`src/crcs_pkg.sv`:
```
// crcs_pkg: constants, control types and the microcode table of the curve sampler.
// No dependencies; used by crcs_sequencer, crcs_datapath and the top level.
package crcs_pkg;

	localparam int COORD_BITS     = 16;
	localparam int MAX_STEPS_LOG2 = 6;
	localparam int OUT_BITS       = COORD_BITS + 1;
	localparam int CFG_BITS       = 3;
	localparam logic [CFG_BITS-1:0] CFG_RESET = CFG_BITS'(4);
	localparam int NUM_COORDS     = 3;
	localparam int CF_W           = COORD_BITS + 5;
	localparam int ACC_W          = COORD_BITS + 3 * MAX_STEPS_LOG2 + 6;
	localparam int SH_W           = $clog2(3 * MAX_STEPS_LOG2 + 2);
	localparam int IDX_W          = MAX_STEPS_LOG2;
	localparam int KW             = $clog2(MAX_STEPS_LOG2 + 1);
	localparam int STEP_W         = 4;

	typedef enum logic [2:0] {
		OP_NOP   = 3'd0,
		OP_FIRST = 3'd1,
		OP_MID   = 3'd2,
		OP_LAST  = 3'd3,
		OP_EMIT  = 3'd4
	} op_t;

	typedef enum logic [1:0] {
		BR_NEXT  = 2'd0,
		BR_START = 2'd1,
		BR_LOOP  = 2'd2,
		BR_JUMP  = 2'd3
	} br_t;

	typedef logic [1:0] coord_t;
	typedef logic [STEP_W-1:0] step_t;

	localparam coord_t COORD_X = 2'd0;
	localparam coord_t COORD_Y = 2'd1;
	localparam coord_t COORD_Z = 2'd2;

	localparam step_t STEP_IDLE = step_t'(0);
	localparam step_t STEP_PROG = step_t'(1);
	localparam step_t STEP_EMIT = step_t'(10);

	typedef struct packed {
		op_t    op;
		coord_t coord;
		br_t    br;
		step_t  target;
	} uword_t;

	typedef struct packed {
		op_t    op;
		coord_t coord;
	} ctrl_t;

	typedef struct packed {
		logic last;
	} dp_status_t;

	// Horner per coordinate: ((a3*i + a2*n)*i + a1*n^2)*i + a0*n^3
	function automatic uword_t ucode_rom(step_t s);
		uword_t w;
		case (s)
			step_t'(0):  w = '{op: OP_NOP,   coord: COORD_X, br: BR_START, target: STEP_PROG};
			step_t'(1):  w = '{op: OP_FIRST, coord: COORD_X, br: BR_NEXT,  target: STEP_IDLE};
			step_t'(2):  w = '{op: OP_MID,   coord: COORD_X, br: BR_NEXT,  target: STEP_IDLE};
			step_t'(3):  w = '{op: OP_LAST,  coord: COORD_X, br: BR_NEXT,  target: STEP_IDLE};
			step_t'(4):  w = '{op: OP_FIRST, coord: COORD_Y, br: BR_NEXT,  target: STEP_IDLE};
			step_t'(5):  w = '{op: OP_MID,   coord: COORD_Y, br: BR_NEXT,  target: STEP_IDLE};
			step_t'(6):  w = '{op: OP_LAST,  coord: COORD_Y, br: BR_NEXT,  target: STEP_IDLE};
			step_t'(7):  w = '{op: OP_FIRST, coord: COORD_Z, br: BR_NEXT,  target: STEP_IDLE};
			step_t'(8):  w = '{op: OP_MID,   coord: COORD_Z, br: BR_NEXT,  target: STEP_IDLE};
			step_t'(9):  w = '{op: OP_LAST,  coord: COORD_Z, br: BR_NEXT,  target: STEP_IDLE};
			step_t'(10): w = '{op: OP_EMIT,  coord: COORD_X, br: BR_LOOP,  target: STEP_IDLE};
			default:     w = '{op: OP_NOP,   coord: COORD_X, br: BR_JUMP,  target: STEP_IDLE};
		endcase
		return w;
	endfunction

endpackage

```
`src/crcs_sequencer.sv`:
```
// crcs_sequencer: step counter and microcode table lookup with conditional jumps.
// Depends on crcs_pkg.
module crcs_sequencer (
	input  logic                clk,
	input  logic                arst_n,
	input  logic                start,
	input  logic                out_free,
	input  crcs_pkg::dp_status_t status,
	output crcs_pkg::ctrl_t     ctrl,
	output logic                idle
);

	crcs_pkg::step_t  step_q;
	crcs_pkg::step_t  step_d;
	crcs_pkg::uword_t uw;
	logic             stall;

	assign uw    = crcs_pkg::ucode_rom(step_q);
	assign stall = (uw.op == crcs_pkg::OP_EMIT) && !out_free;
	assign idle  = (step_q == crcs_pkg::STEP_IDLE);

	always_comb begin
		ctrl.op    = stall ? crcs_pkg::OP_NOP : uw.op;
		ctrl.coord = uw.coord;
	end

	always_comb begin
		case (uw.br)
			crcs_pkg::BR_NEXT:  step_d = step_q + 1'b1;
			crcs_pkg::BR_START: step_d = start ? uw.target : step_q;
			crcs_pkg::BR_LOOP: begin
				if (stall)
					step_d = step_q;
				else if (status.last)
					step_d = uw.target;
				else
					step_d = crcs_pkg::STEP_PROG;
			end
			crcs_pkg::BR_JUMP:  step_d = uw.target;
			default:            step_d = crcs_pkg::STEP_IDLE;
		endcase
	end

	always_ff @(posedge clk or negedge arst_n) begin
		if (!arst_n)
			step_q <= crcs_pkg::STEP_IDLE;
		else
			step_q <= step_d;
	end

	a_emit_needs_slot: assert property (@(posedge clk) disable iff (!arst_n)
		ctrl.op == crcs_pkg::OP_EMIT |-> out_free)
		else $error("emit issued while output slot busy");

	a_last_returns_idle: assert property (@(posedge clk) disable iff (!arst_n)
		(ctrl.op == crcs_pkg::OP_EMIT && status.last) |=> step_q == crcs_pkg::STEP_IDLE)
		else $error("sequencer did not return to idle after last sample");

	a_stall_holds: assert property (@(posedge clk) disable iff (!arst_n)
		(step_q == crcs_pkg::STEP_EMIT && !out_free) |=> $stable(step_q))
		else $error("step moved while output stalled");

	a_step_in_program: assert property (@(posedge clk) disable iff (!arst_n)
		step_q <= crcs_pkg::STEP_EMIT)
		else $error("step counter left the program");

	a_start_from_idle: assert property (@(posedge clk) disable iff (!arst_n)
		(idle && start) |=> step_q == crcs_pkg::STEP_PROG)
		else $error("start did not enter the program");

endmodule

```
`src/crcs_datapath.sv`:
```
// crcs_datapath: point window, basis coefficients, shared multiply-add and result registers.
// Depends on crcs_pkg; driven by crcs_sequencer control words.
module crcs_datapath (
	input  logic                                    clk,
	input  logic                                    arst_n,
	input  logic                                    accept,
	input  logic signed [crcs_pkg::COORD_BITS-1:0]  point_x,
	input  logic signed [crcs_pkg::COORD_BITS-1:0]  point_y,
	input  logic signed [crcs_pkg::COORD_BITS-1:0]  point_z,
	input  logic        [crcs_pkg::CFG_BITS-1:0]    seg_log2,
	input  crcs_pkg::ctrl_t                         ctrl,
	output crcs_pkg::dp_status_t                    status,
	output logic                                    primed,
	output logic signed [crcs_pkg::OUT_BITS-1:0]    res_x,
	output logic signed [crcs_pkg::OUT_BITS-1:0]    res_y,
	output logic signed [crcs_pkg::OUT_BITS-1:0]    res_z
);

	localparam int CB = crcs_pkg::COORD_BITS;
	localparam int CW = crcs_pkg::CF_W;
	localparam int AW = crcs_pkg::ACC_W;
	localparam int IW = crcs_pkg::IDX_W;
	localparam int NC = crcs_pkg::NUM_COORDS;

	logic signed [CB-1:0] win_q [3][NC];
	logic signed [CB-1:0] pt    [NC];
	logic [1:0]           seen_q;

	logic signed [CW-1:0] a0_q [NC];
	logic signed [CW-1:0] a1_q [NC];
	logic signed [CW-1:0] a2_q [NC];
	logic signed [CW-1:0] a3_q [NC];
	logic signed [CW-1:0] a0_d [NC];
	logic signed [CW-1:0] a1_d [NC];
	logic signed [CW-1:0] a2_d [NC];
	logic signed [CW-1:0] a3_d [NC];

	logic [crcs_pkg::KW-1:0]   k_q;
	logic [crcs_pkg::KW-1:0]   k_eff;
	logic [IW-1:0]             i_q;
	logic [IW:0]               n_val;
	logic [crcs_pkg::SH_W-1:0] sh1, sh2, sh3, shf;

	logic signed [AW-1:0]    acc_q;
	logic signed [AW-1:0]    mul_a;
	logic signed [AW+IW:0]   prod;
	logic signed [AW-1:0]    addend;
	logic signed [AW-1:0]    sum;
	logic signed [AW-1:0]    shifted;
	logic signed [crcs_pkg::OUT_BITS-1:0] res_q [NC];

	assign pt[0] = point_x;
	assign pt[1] = point_y;
	assign pt[2] = point_z;

	assign primed = (seen_q == 2'd3);
	assign k_eff  = (seg_log2 > crcs_pkg::CFG_BITS'(crcs_pkg::MAX_STEPS_LOG2)) ?
		crcs_pkg::KW'(crcs_pkg::MAX_STEPS_LOG2) : crcs_pkg::KW'(seg_log2);

	assign n_val       = (IW + 1)'(1) << k_q;
	assign status.last = (i_q == IW'(n_val - 1'b1));

	assign sh1 = crcs_pkg::SH_W'(k_q);
	assign sh2 = sh1 << 1;
	assign sh3 = sh1 + sh2;
	assign shf = sh3 + 1'b1;

	always_comb begin
		logic signed [CW-1:0] e0, e1, e2, e3;
		for (int c = 0; c < NC; c++) begin
			e0 = CW'(win_q[0][c]);
			e1 = CW'(win_q[1][c]);
			e2 = CW'(win_q[2][c]);
			e3 = CW'(pt[c]);
			a0_d[c] = e1 <<< 1;
			a1_d[c] = e2 - e0;
			a2_d[c] = (e0 <<< 1) - (e1 <<< 2) - e1 + (e2 <<< 2) - e3;
			a3_d[c] = (e1 <<< 1) + e1 - (e2 <<< 1) - e2 + e3 - e0;
		end
	end

	always_ff @(posedge clk or negedge arst_n) begin
		if (!arst_n) begin
			seen_q <= 2'd0;
			for (int w = 0; w < 3; w++)
				for (int c = 0; c < NC; c++)
					win_q[w][c] <= '0;
		end else if (accept) begin
			if (!primed)
				seen_q <= seen_q + 1'b1;
			for (int c = 0; c < NC; c++) begin
				win_q[0][c] <= win_q[1][c];
				win_q[1][c] <= win_q[2][c];
				win_q[2][c] <= pt[c];
			end
		end
	end

	assign mul_a = (ctrl.op == crcs_pkg::OP_FIRST) ? AW'(a3_q[ctrl.coord]) : acc_q;
	assign prod  = mul_a * $signed({1'b0, i_q});

	always_comb begin
		case (ctrl.op)
			crcs_pkg::OP_FIRST: addend = AW'(a2_q[ctrl.coord]) <<< sh1;
			crcs_pkg::OP_MID:   addend = AW'(a1_q[ctrl.coord]) <<< sh2;
			crcs_pkg::OP_LAST:  addend = AW'(a0_q[ctrl.coord]) <<< sh3;
			default:            addend = '0;
		endcase
	end

	assign sum     = AW'(prod) + addend;
	assign shifted = sum >>> shf;

	always_ff @(posedge clk) begin
		if (accept) begin
			k_q <= k_eff;
			i_q <= '0;
			for (int c = 0; c < NC; c++) begin
				a0_q[c] <= a0_d[c];
				a1_q[c] <= a1_d[c];
				a2_q[c] <= a2_d[c];
				a3_q[c] <= a3_d[c];
			end
		end else begin
			case (ctrl.op)
				crcs_pkg::OP_FIRST,
				crcs_pkg::OP_MID:  acc_q <= sum;
				crcs_pkg::OP_LAST: res_q[ctrl.coord] <= shifted[crcs_pkg::OUT_BITS-1:0];
				crcs_pkg::OP_EMIT: i_q <= i_q + 1'b1;
				default: ;
			endcase
		end
	end

	assign res_x = res_q[0];
	assign res_y = res_q[1];
	assign res_z = res_q[2];

endmodule

```
`src/catmull_rom_curve_sampler_top.sv`:
```
// catmull_rom_curve_sampler_top: uniform Catmull-Rom curve sampler, top level.
// Depends on crcs_pkg, crcs_sequencer and crcs_datapath.
//
// Input channel (in_valid/in_ready) carries one 3-D control point per transaction.
// The first three points only fill the window. Every later point closes the segment
// between the two middle points and produces 2^k samples, k = segment_steps_log2
// (clamped to 6), written through cfg_we/cfg_wdata while the block is idle.
// Output channel (out_valid/out_ready) carries one sample per transaction;
// last_of_segment marks the final sample of a segment.
// Timing: one shared multiply-add runs three Horner steps per coordinate, so the
// coordinates of a sample are worked out one after another before its emit step;
// a point with output occupies the block until its last sample is emitted, while
// warm-up points are taken without leaving the idle step.
// in_ready is high only while the sequencer is idle. A finished sample waits in the
// output register while the next one is computed; if the receiver still stalls,
// the sequencer holds at its emit step. Reset clears the window, the point count,
// the output valid and sets segment_steps_log2 to 4.
module catmull_rom_curve_sampler_top (
	input  logic                                    clk,
	input  logic                                    arst_n,
	input  logic                                    cfg_we,
	input  logic        [crcs_pkg::CFG_BITS-1:0]    cfg_wdata,
	input  logic                                    in_valid,
	output logic                                    in_ready,
	input  logic signed [crcs_pkg::COORD_BITS-1:0]  point_x,
	input  logic signed [crcs_pkg::COORD_BITS-1:0]  point_y,
	input  logic signed [crcs_pkg::COORD_BITS-1:0]  point_z,
	output logic                                    out_valid,
	input  logic                                    out_ready,
	output logic signed [crcs_pkg::OUT_BITS-1:0]    curve_x,
	output logic signed [crcs_pkg::OUT_BITS-1:0]    curve_y,
	output logic signed [crcs_pkg::OUT_BITS-1:0]    curve_z,
	output logic                                    last_of_segment
);

	logic [crcs_pkg::CFG_BITS-1:0] seg_log2_q;
	logic                          accept;
	logic                          primed;
	logic                          idle;
	logic                          out_free;
	logic                          out_valid_q;
	crcs_pkg::ctrl_t               ctrl;
	crcs_pkg::dp_status_t          status;
	logic signed [crcs_pkg::OUT_BITS-1:0] res_x, res_y, res_z;
	logic signed [crcs_pkg::OUT_BITS-1:0] curve_x_q, curve_y_q, curve_z_q;
	logic                          last_q;

	assign in_ready = idle;
	assign accept   = in_valid && in_ready;
	assign out_free = !out_valid_q || out_ready;

	always_ff @(posedge clk or negedge arst_n) begin
		if (!arst_n)
			seg_log2_q <= crcs_pkg::CFG_RESET;
		else if (cfg_we)
			seg_log2_q <= cfg_wdata;
	end

	crcs_sequencer u_seq (
		.clk      (clk),
		.arst_n   (arst_n),
		.start    (accept && primed),
		.out_free (out_free),
		.status   (status),
		.ctrl     (ctrl),
		.idle     (idle)
	);

	crcs_datapath u_dp (
		.clk      (clk),
		.arst_n   (arst_n),
		.accept   (accept),
		.point_x  (point_x),
		.point_y  (point_y),
		.point_z  (point_z),
		.seg_log2 (seg_log2_q),
		.ctrl     (ctrl),
		.status   (status),
		.primed   (primed),
		.res_x    (res_x),
		.res_y    (res_y),
		.res_z    (res_z)
	);

	always_ff @(posedge clk or negedge arst_n) begin
		if (!arst_n)
			out_valid_q <= 1'b0;
		else if (ctrl.op == crcs_pkg::OP_EMIT)
			out_valid_q <= 1'b1;
		else if (out_ready)
			out_valid_q <= 1'b0;
	end

	always_ff @(posedge clk) begin
		if (ctrl.op == crcs_pkg::OP_EMIT) begin
			curve_x_q <= res_x;
			curve_y_q <= res_y;
			curve_z_q <= res_z;
			last_q    <= status.last;
		end
	end

	assign out_valid       = out_valid_q;
	assign curve_x         = curve_x_q;
	assign curve_y         = curve_y_q;
	assign curve_z         = curve_z_q;
	assign last_of_segment = last_q;

endmodule

```
`config.mk`:
```
export PLATFORM = sky130hd
export DESIGN_NAME = catmull_rom_curve_sampler_top
export DESIGN_NICKNAME = d
export VERILOG_FILES = /design/src/crcs_pkg.sv /design/src/crcs_sequencer.sv /design/src/crcs_datapath.sv /design/src/catmull_rom_curve_sampler_top.sv
export SDC_FILE = /design/constraint.sdc
export NUM_CORES = 2
export LEC_CHECK = 0
export BUFFER_PORTS_ARGS = -buffer_cell sky130_fd_sc_hd__buf_2
export CORE_AREA = 2 2 392 394
export CTS_BUF_LIST = sky130_fd_sc_hd__clkbuf_4 sky130_fd_sc_hd__clkbuf_8
export DETAILED_ROUTE_END_ITERATION = 6
export DIE_AREA = 0 0 394 396
export SETUP_SLACK_MARGIN = 0.1
export SLEW_MARGIN = 20
export SYNTH_ARGS = -nofsm -noshare
export SYNTH_HDL_FRONTEND = slang
export SYNTH_HIERARCHICAL = 1
export SYNTH_SLANG_ARGS = --single-unit
```
`constraint.sdc`:
```
create_clock -name clk -period 12.5 [get_ports clk]
set_input_delay 0.625 -clock clk [delete_from_list [all_inputs] [get_ports clk]]
set_output_delay 0.625 -clock clk [all_outputs]
set_load 0.1 [all_outputs]
```
==> flow_summary.toml <==
[status]
status = "finished, final reports clean"

[critical_path]
r2r.worst_path.cells = 27
crit_path_max_incr_delay_ns = 0.77
r2r-start = "u_seq/step_q[2]"
rrSetupSlack_ns = 1.85
worst_path_most_repeated_cell = "mux2i_1"
worstSetupPathType = "reg -> reg"
path_delay_family = "compound AO/OA/AOI/OAI gates"
critPathRequiredTime_ns = 12.96
end_kind = "register"
crit_slowest_cell = "o21a_4"
rr_endpoint = "u_dp/res_q[0][9]"
critPathMaxFanout = 74
crit_buf_inv = 4
start_kind = "register"
arrival_ns = 11.11

[route]
vias_per_cell = 5.00
firstDrtPassIters = 5
wirelength_um = 142000
postRouteAntennaNets = 0
drt_iter0_markers = 2840
drcViolationCount = 0
wl_per_cell_um = 20.6
vias = 34400

[timing]
final_max_slew_viol_count = 0
maxSlewHeadroom = 0.272
skew_ns = 0.104
hold_viol = 0
finalCritPeriodShare = 0.852
tightest_slew_ns = 1.09
grt_setup_unrepaired = "false"
finalSetupViolations = 0
min_period_ns = 10.65
fin_setup_tns_ns = 0
max_freq_ghz = 0.0939

[floorplan]
die_area_mm2 = 0.156
coreArea_mm2 = 0.152
std_cell_rows = 143
ios = 110
die-height_um = 396
dieWidth_um = 394
start_util = 0.318

[clocking]
clk_path_buf_depth = 3
clock_latency_ns = 0.87
numCtsBuffers = 99
cts_tree = "built"
path_clk_slew_ns = 0.06
postCtsSetupBuffers = 0
root_buffer = "clkbuf_8"
clock-sinks = 531
ctsHtreeMaxLevel = 3

[yosys]
synthXorXnorAreaFrac = 0.0304
synthFlopType = "edfxtp_1"
synthAdderAreaFrac = 0.294
synth_top_family_by_area = "adder cells"
synthArstFlopShare = 0.290
synth_edf_count = 371
synth-seq-cells = 531
synthMuxAreaShare = 0.0740
yosysWarnings = 6
seq_area_frac_synth = 0.314
synth-compound-area-share = 0.111
avgSynthCellArea_um2 = 10.3
postSynthCellCount = 4696
synth_simple_gate_area_share = 0.105
synth.distinct_cells = 87
synth_nets = 5567
syn_area_mm2 = 0.0482

[worst_hold_path]
holdCritStartpoint = "cfg_wdata[0]"
min_to = "seg_log2_q[0]"
holdCritPathClass = "in -> reg"
min_path_cells = 2

[global_route]
track_usage = 0.183
grt_start_max_net_pins = 182
grt_antenna_before_repair = 5
grt_pass1_wl_um = 219000
grt_overflow_total = 0
grt_pass1_vias = 35700

[finish]
layout_common_cells = "inv_1, fa_1, edfxtp_1"
fin_nets = 5650
layout_commonest_cell = "inv_1"
fillers = 15300
area_growth_syn_to_layout_pct = 10.4
post-route-util = 0.351
drive_above_1_share = 0.104

[place]
port_buffers = 109
gp_congestion = 0.940
dpl.hpwl_um = 112000

[flow_run]
cap_violations = 0
==> Yosys cell counts, drive strengths merged (43+ instances only) <==
| cell type | n | area [um^2] |
|---|---|---|
| mux2i | 185 | 1850 |
| nor3 | 87 | 440 |
| clkbuf | 134 | 503 |
| and2 | 45 | 282 |
| mux2 | 100 | 1130 |
| fa | 527 | 10600 |
| nor2b | 103 | 644 |
| xnor2 | 120 | 1050 |
| a21oi | 280 | 1400 |
| nand3 | 58 | 290 |
| ha | 288 | 3600 |
| inv | 737 | 2770 |
| a21o | 43 | 323 |
| nand2 | 339 | 1270 |
| nor2 | 332 | 1250 |
| dfrtp | 153 | 3830 |
| o21ai | 233 | 1170 |
| xor2 | 47 | 412 |
| edfxtp | 371 | 11100 |
==> area by class of cell <==
cell class	count	area [um^2]	share of cell area
clock inverter	42	358	0.00673
inverter	738	2770	0.0521
timing repair buffer	158	950	0.0179
clock buffer	141	1730	0.0325
antenna	3	7.51	0.000141
sequential	531	15100	0.284
multi-input combinational	3251	29700	0.559
tap	2030	2540	0.0478
==> timing repair <==
item,CTS,global route
setup endpoints to repair,0,0
hold buffers,1,0
resized for setup,0,0
endpoints found under the hold margin,58,0
==> sequential cells by signal, summed over array words and instances, names as in the netlist <==
register and flops:
u_dp/a0_q 48, out_valid 1, u_dp/k_q 3, u_dp/a2_q 63, u_dp/res_q 51, u_dp/a3_q 63, u_dp/a1_q 51, curve_x 17
u_dp/acc_q 40, last_of_segment 1, u_dp/seen_q 2, curve_y 17, u_dp/win_q 96, seg_log2_q 3, u_dp/i_q 6, curve_z 17
u_seq/step_q 4, u_dp/a0_d 48
==> stage by stage <==
| stage | hold slack [ns] | instances | setup slack, ns | cell area [um^2] |
|---|---|---|---|---|
| 2_1_floorplan | 0.329 | 4696 | 3.46 | 48200 |
| 3_5_place_dp | 0.405 | 6707 | 2.13 | 51100 |
| 4_1_cts | 0.0203 | 6891 | 2.07 | 53200 |
| 5_1_grt | 0.0651 | 6894 | 1.29 | 53200 |
| 6_report | 0.0950 | 6894 | 1.85 | 53200 |
| 3_3_place_gp | 0.401 | 6707 | 2.18 | 51100 |
==> metal layers <==
layer,share of wire,vias up,global-route usage
met1,0.42,17300,0.232
met5,0,-,0
met4,0.037,0,0.0678
li1,-,16000,-
met3,0.050,224,0.0270
met2,0.50,985,0.317
==> worst max-delay path by stage <==
stage | from | end | slack, ns | cells after the start
floorplan | u_seq/step_q[0] | u_dp/res_q[0][8] | 3.46 | 33
global placement | u_seq/step_q[2] | u_dp/res_q[0][8] | 2.18 | 26
detailed placement | u_seq/step_q[2] | u_dp/res_q[0][8] | 2.13 | 26
CTS | u_seq/step_q[2] | u_dp/res_q[0][9] | 2.07 | 27
global route | u_seq/step_q[2] | u_dp/res_q[1][15] | 1.29 | 28
finish | u_seq/step_q[2] | u_dp/res_q[0][9] | 1.85 | 27
==> cell families (layout without fill, tap and decap cells) <==
kind of cell    Yosys count  count (layout)
simple gates           1092            1092
buf+inv                 914            1079
compound gates          866             866
fa+ha+maj               815             815
flops                   531             531
mux                     311             311
xor+xnor                167             167
other cells               0               3
Power is not shown: default switching activity piles up to over one toggle a cycle in this logic, so the estimate is an artifact.
